**src/rtl/core/pph_pkg.sv**
```systemverilog
package pph_pkg;

  localparam int MAX_POINTS_DEF   = 2048;
  localparam int CORDIC_STEPS_DEF = 16;

  // Register reset values
  localparam logic [15:0] LOOK_RST  = 16'd1229;
  localparam logic [15:0] WHEEL_RST = 16'd614;
  localparam logic [15:0] CELL_RST  = 16'd205;

  // Request codes
  localparam logic [1:0] REQ_WRITE  = 2'd0;
  localparam logic [1:0] REQ_LENGTH = 2'd1;
  localparam logic [1:0] REQ_POSE   = 2'd2;

  // Register indexes
  localparam logic [1:0] CFG_LOOK  = 2'd0;
  localparam logic [1:0] CFG_WHEEL = 2'd1;
  localparam logic [1:0] CFG_CELL  = 2'd2;

  // Angles in 2^-28 rad
  localparam logic signed [33:0] ANG_PI      = 34'sd843314857;
  localparam logic signed [33:0] ANG_HALF_PI = 34'sd421657428;
  localparam logic [29:0]        INV_GAIN    = 30'd652032874;
  localparam logic signed [13:0] HEAD_LIMIT  = 14'sd6434;

  typedef enum logic [4:0] {
    OP_NONE,
    OP_TAKE,
    OP_READ_I,
    OP_READ_IDX,
    OP_NEXT,
    OP_HIT,
    OP_MISS,
    OP_ROT_INIT,
    OP_REDUCE,
    OP_ROT_STEP,
    OP_GAIN_HI,
    OP_GAIN_LO,
    OP_NUM_HI,
    OP_NUM_LO,
    OP_ATAN_INIT,
    OP_ATAN_STEP,
    OP_FINISH,
    OP_EMPTY
  } op_t;

  typedef struct packed {
    op_t op;
  } cmd_t;

  typedef struct packed {
    logic count_zero;
    logic i_in_range;
    logic qualifies;
    logic z_high;
    logic z_low;
    logic k_last;
    logic out_free;
  } stat_t;

  // Arctangent of 2^-k in 2^-28 rad
  function automatic logic [27:0] atan_entry(input logic [4:0] k);
    logic [27:0] v;
    unique case (k)
      5'd0:  v = 28'd210828714;
      5'd1:  v = 28'd124459457;
      5'd2:  v = 28'd65760959;
      5'd3:  v = 28'd33381290;
      5'd4:  v = 28'd16755422;
      5'd5:  v = 28'd8385879;
      5'd6:  v = 28'd4193963;
      5'd7:  v = 28'd2097109;
      5'd8:  v = 28'd1048571;
      5'd9:  v = 28'd524287;
      5'd10: v = 28'd262144;
      5'd11: v = 28'd131072;
      5'd12: v = 28'd65536;
      5'd13: v = 28'd32768;
      5'd14: v = 28'd16384;
      5'd15: v = 28'd8192;
      5'd16: v = 28'd4096;
      5'd17: v = 28'd2048;
      5'd18: v = 28'd1024;
      5'd19: v = 28'd512;
      5'd20: v = 28'd256;
      5'd21: v = 28'd128;
      5'd22: v = 28'd64;
      5'd23: v = 28'd32;
      default: v = 28'd0;
    endcase
    return v;
  endfunction

endpackage

```
**src/rtl/core/pph_ctrl.sv**
```systemverilog
module pph_ctrl
  import pph_pkg::*;
(
  input  logic  clk,
  input  logic  rst,
  input  logic  in_valid,
  input  logic  in_is_pose,
  output logic  in_ready,
  input  stat_t stat,
  output cmd_t  cmd
);

  typedef enum logic [3:0] {
    S_IDLE, S_WALK, S_WAIT, S_TEST, S_FINAL, S_ROTI, S_REDUCE, S_ROT,
    S_GHI, S_GLO, S_NHI, S_NLO, S_ATI, S_ATAN, S_DONE, S_EMPTY
  } state_t;

  state_t     state, state_next;
  logic [1:0] wcnt, wcnt_next;
  logic       fin, fin_next;

  always_ff @(posedge clk) begin
    if (rst) begin
      state <= S_IDLE;
      wcnt  <= '0;
      fin   <= 1'b0;
    end else begin
      state <= state_next;
      wcnt  <= wcnt_next;
      fin   <= fin_next;
    end
  end

  assign in_ready = (state == S_IDLE);

  // Sequence the walk, rotation, scaling and arctangent
  always_comb begin
    state_next = state;
    wcnt_next  = wcnt;
    fin_next   = fin;
    cmd.op     = OP_NONE;
    unique case (state)
      S_IDLE: begin
        if (in_valid) begin
          cmd.op = OP_TAKE;
          if (in_is_pose) state_next = stat.count_zero ? S_EMPTY : S_WALK;
        end
      end
      S_WALK: begin
        if (stat.i_in_range) begin
          cmd.op     = OP_READ_I;
          wcnt_next  = 2'd3;
          fin_next   = 1'b0;
          state_next = S_WAIT;
        end else begin
          cmd.op     = OP_MISS;
          state_next = S_FINAL;
        end
      end
      S_WAIT: begin
        if (wcnt == 2'd0) state_next = fin ? S_ROTI : S_TEST;
        else wcnt_next = wcnt - 2'd1;
      end
      S_TEST: begin
        if (stat.qualifies) begin
          cmd.op     = OP_HIT;
          state_next = S_FINAL;
        end else begin
          cmd.op     = OP_NEXT;
          state_next = S_WALK;
        end
      end
      S_FINAL: begin
        cmd.op     = OP_READ_IDX;
        wcnt_next  = 2'd3;
        fin_next   = 1'b1;
        state_next = S_WAIT;
      end
      S_ROTI: begin
        cmd.op     = OP_ROT_INIT;
        state_next = S_REDUCE;
      end
      S_REDUCE: begin
        if (stat.z_high || stat.z_low) cmd.op = OP_REDUCE;
        else state_next = S_ROT;
      end
      S_ROT: begin
        cmd.op = OP_ROT_STEP;
        if (stat.k_last) state_next = S_GHI;
      end
      S_GHI: begin
        cmd.op     = OP_GAIN_HI;
        state_next = S_GLO;
      end
      S_GLO: begin
        cmd.op     = OP_GAIN_LO;
        state_next = S_NHI;
      end
      S_NHI: begin
        cmd.op     = OP_NUM_HI;
        state_next = S_NLO;
      end
      S_NLO: begin
        cmd.op     = OP_NUM_LO;
        state_next = S_ATI;
      end
      S_ATI: begin
        cmd.op     = OP_ATAN_INIT;
        state_next = S_ATAN;
      end
      S_ATAN: begin
        cmd.op = OP_ATAN_STEP;
        if (stat.k_last) state_next = S_DONE;
      end
      S_DONE: begin
        if (stat.out_free) begin
          cmd.op     = OP_FINISH;
          state_next = S_IDLE;
        end
      end
      S_EMPTY: begin
        if (stat.out_free) begin
          cmd.op     = OP_EMPTY;
          state_next = S_IDLE;
        end
      end
      default: state_next = S_IDLE;
    endcase
  end

endmodule

```
**config.mk**
```make
export PLATFORM = sky130hd
export DESIGN_NAME = pph_ctrl
export DESIGN_NICKNAME = d
export VERILOG_FILES = /design/src/rtl/core/pph_pkg.sv /design/src/rtl/core/pph_ctrl.sv
export SDC_FILE = /design/constraint.sdc
export NUM_CORES = 1
export LEC_CHECK = 0
export ABC_AREA = 1
export BUFFER_PORTS_ARGS = -buffer_cell sky130_fd_sc_hd__buf_4
export CAP_MARGIN = 20
export CORE_MARGIN = 1
export CORE_UTILIZATION = 30
export CTS_CLUSTER_SIZE = 28
export DETAILED_ROUTE_END_ITERATION = 8
export GPL_TIMING_DRIVEN = 1
export PLACE_DENSITY_LB_ADDON = 0.12
export SLEW_MARGIN = 20
export SYNTH_ARGS = -nofsm -noshare
export SYNTH_HDL_FRONTEND = slang
export SYNTH_SLANG_ARGS = --single-unit
```
**constraint.sdc**
```tcl
create_clock -name clk -period 1.65 [get_ports clk]
set_input_delay 0.0825 -clock clk [delete_from_list [all_inputs] [get_ports clk]]
set_output_delay 0.0825 -clock clk [all_outputs]
set_load 0.02 [all_outputs]
```
==> impl_metrics.py <==
metrics = {
    "route": {
        "antenna_left": 0,
        "routed-wl-met3_um": 125,
        "drt_iter0_markers": 51,
        "wl_met2_um": 875,
        "routed_wire_length_per_instance_um": 11.04,
        "drt_wl_total_mm": 1.865,
        "routed-via-count": 825,
        "post-route-drc-count": 0,
        "dr.max_layer_used": "met3",
        "pre_repair_dr_iteration_count": 4,
        "routedLengthMet1_um": 863,
        "detail_route.vias_per_cell": 4.882,
    },
    "power": {
        "irDropWorstVdd_mv": 0.9492,
        "power_density_mw_per_mm2": 1986,
        "post-layout-total-power_uw": 1797,
        "power_frac_seq_pct": 21.0,
        "power.switching_fraction_pct": 54.28,
        "power.net_switching_uw": 975.3,
        "leakage_uw": 0.0004880,
        "power.clock.fraction_pct": 8.7,
        "internal_power_component_uw": 821.5,
        "power.combinational.fraction_pct": 70.3,
    },
    "global_route": {
        "pin_count_of_the_biggest_net_entering_global_routing": 10,
        "antenna_found_initial": 0,
        "grt_util_overall_pct": 16.39,
        "globalRouteOverflowTotal": 0,
        "first_global_vias": 774,
        "grt_first_pass_wirelength_mm": 3.222,
    },
    "job": {
        "maxCapViolations": 0,
    },
    "timing": {
        "timing_worst_slew_pin_value_ps": 334.8,
        "hold_viol_final": 0,
        "final_max_slew_viol_count": 0,
        "final_worst_hold_slack_ps": 126.0,
        "setup_tns_ps": 0,
        "timing.slew.headroom_pct": 77.39,
        "fmax_mhz": 657.2,
        "setup_viol": 0,
        "rsz0062_at_grt": "no",
        "finalWorstPathRequiredPeriod_ps": 1522,
        "final.setup_skew_ps": 3.418,
        "final_min_period_over_clock_period_pct": 92.21,
    },
    "cells_and_area": {
        "design.final.nets": 154,
        "layout_overhead_on_the_synthesized_area_pct": 26.18,
        "layout.cells.most_common_list": "sky130_fd_sc_hd__nand2_1, sky130_fd_sc_hd__buf_4, sky130_fd_sc_hd__nor2_1",
        "drive_above_1_share_pct": 30.50,
        "layout.cells.most_common": "sky130_fd_sc_hd__nand2_1",
        "num_antenna_cells": 0,
    },
    "floorplanning": {
        "ioPinCount": 17,
        "core_region_area_mm2": 0.002233,
        "start_util_pct": 32.10,
        "floorplan.die.height_um": 50.89,
        "die_outline_area_mm2": 0.002589,
        "placement_rows": 17,
        "die_width_um": 50.89,
    },
    "critical_path": {
        "cp_max_fo": 5,
        "data_arrival_time_at_the_worst_slack_endpoint_ps": 1440,
        "startpoint_type": "flip-flop",
        "worst-endpoint-required_ps": 1570,
        "crit_path_to": "cmd[0]",
        "r2r-end": "state[1]",
        "setup.worst_path.start": "state[1]",
        "timing.rr.start": "state[1]",
        "worst-r2r-cell-count": 9,
        "crit_path_end_kind": "output port",
        "rrSetupSlack_ps": 310,
        "criticalPathCategory": "reg -> out",
    },
    "clocking": {
        "cts.root.buffer_cell": "sky130_fd_sc_hd__clkbuf_4",
        "cts_tree": "done",
        "cts.sinks": 7,
        "htreeDepth": 1,
        "cts-buffers-inserted": 3,
        "cts.path.max_buffers": 2,
        "cts_post_setup_buffers_inserted": 0,
        "clk_pin_slew_ps": 50,
        "clock_latency_ps": 250,
    },
    "placed_design": {
        "place.port_buffers": 16,
        "routabilityCongestion": 0.8564,
        "post-dp-hpwl_mm": 1.527,
    },
    "yosys": {
        "yosys_warnings": 0,
        "netlist-cell-type-count": 24,
        "synth_sequential_area_ratio_pct": 19.55,
        "syn_avg_cell_area_um2": 5.925,
        "synth-seq-cells": 7,
        "async_flop_share_pct": 0,
        "synth_area_um2": 716.9,
        "postSynthCellCount": 121,
        "synth_nets": 133,
        "dominant_synthesized_flop_cell": "sky130_fd_sc_hd__dfxtp_1",
        "number_of_enable_type_register_cells_in_the_synthesized_netlist": 0,
    },
    "min_path": {
        "hold_class": "in -> reg",
    },
    "outcome": {
        "status": "completed",
    },
}
## Yosys cell counts (2+ instances only)
master	count	area (um^2)
sky130_fd_sc_hd__nor2_1	16	60.06
sky130_fd_sc_hd__nand2_2	4	25.02
sky130_fd_sc_hd__nand3_2	2	20.02
sky130_fd_sc_hd__inv_2	4	15.01
sky130_fd_sc_hd__dfxtp_1	7	140.1
sky130_fd_sc_hd__nand3b_1	2	15.01
sky130_fd_sc_hd__a21oi_1	4	20.02
sky130_fd_sc_hd__nand3_1	14	70.07
sky130_fd_sc_hd__nand2_1	34	127.6
sky130_fd_sc_hd__inv_1	14	52.55
sky130_fd_sc_hd__nor2_4	5	56.30
sky130_fd_sc_hd__o21ai_0	3	15.01
## critical path, cell delays in order, from the launching register on
cell and delay, ps:
sky130_fd_sc_hd__dfxtp_2 360, sky130_fd_sc_hd__buf_4 160, sky130_fd_sc_hd__nand2_2 90, sky130_fd_sc_hd__inv_2 60
sky130_fd_sc_hd__nand2_1 110, sky130_fd_sc_hd__nand3_1 80, sky130_fd_sc_hd__nor2_1 100, sky130_fd_sc_hd__nand2_1 50
sky130_fd_sc_hd__buf_4 170
## state kept, by name, summed over array words and instances, names as in the netlist
| signal | cells |
|---|---|
| fin | 1 |
| state | 4 |
| wcnt | 2 |
## stage by stage
step | setup WS (ps) | utilization [%] | instances | instance area (um^2)
after floorplan | 391.1 | - | 121 | 716.9
after global placement | 195.7 | 38.54 | 164 | 860.8
after detailed placement | 223.4 | 38.54 | 164 | 860.8
after CTS | 20.64 | 40.22 | 169 | 898.4
after global routing | 23.04 | 40.50 | 169 | 904.6
final | 128.5 | 40.50 | 169 | 904.6
## power groups by stage
stage / combinational (uW) / clock (uW) / sequential (uW)
after floorplan: 988 / 0 / 295
after global placement: 1270 / 0 / 364
after detailed placement: 1250 / 0 / 361
after CTS: 1260 / 165 / 362
after global routing: 1400 / 175 / 388
final: 1260 / 157 / 377
## metal layers
metal  global-route usage [%]  vias up
met1                    21.26      366
met4                    1.852        0
li1                         -      422
met2                    27.33       37
met5                        0        -
met3                    5.060        0
## cell families (layout without fill, tap and decap cells)
group                    after synthesis  in the layout  synth area share, %
AND/OR/NAND/NOR                       81             81                56.19
buffers and inverters                 21             41                12.91
AO/OA/AOI/OAI                         11             11                9.599
flip-flops                             7              7                19.55
adder cells (fa/ha/maj)                1              1                1.745
## final cells by class
| cell class | count | area (um^2) |
|---|---|---|
| multi-input cells | 93 | 484.2 |
| fillers | 258 | 1329 |
| repair buffers | 18 | 137.6 |
| clock buffers | 4 | 26.28 |
| well taps | 28 | 35.03 |
| inverters | 19 | 73.82 |
| flip-flops and latches | 7 | 147.6 |
## worst min-delay path by stage
stage / from / to / slack [ps] / cells after the start
after floorplan: rst / state[3] / 140 / 1
after global placement: rst / state[3] / 260 / 2
after detailed placement: rst / state[3] / 270 / 2
after CTS: stat[5] / fin / 120 / 4
after global routing: stat[5] / fin / 150 / 4
final: stat[5] / fin / 130 / 4
## repair_timing
item	CTS	global route
pin swaps	0	0
setup endpoints to repair	1	3
endpoints found under the hold margin	1	0
resized for setup	1	4
hold buffers	1	0
Note: power is estimated with default switching activity, not from simulation.
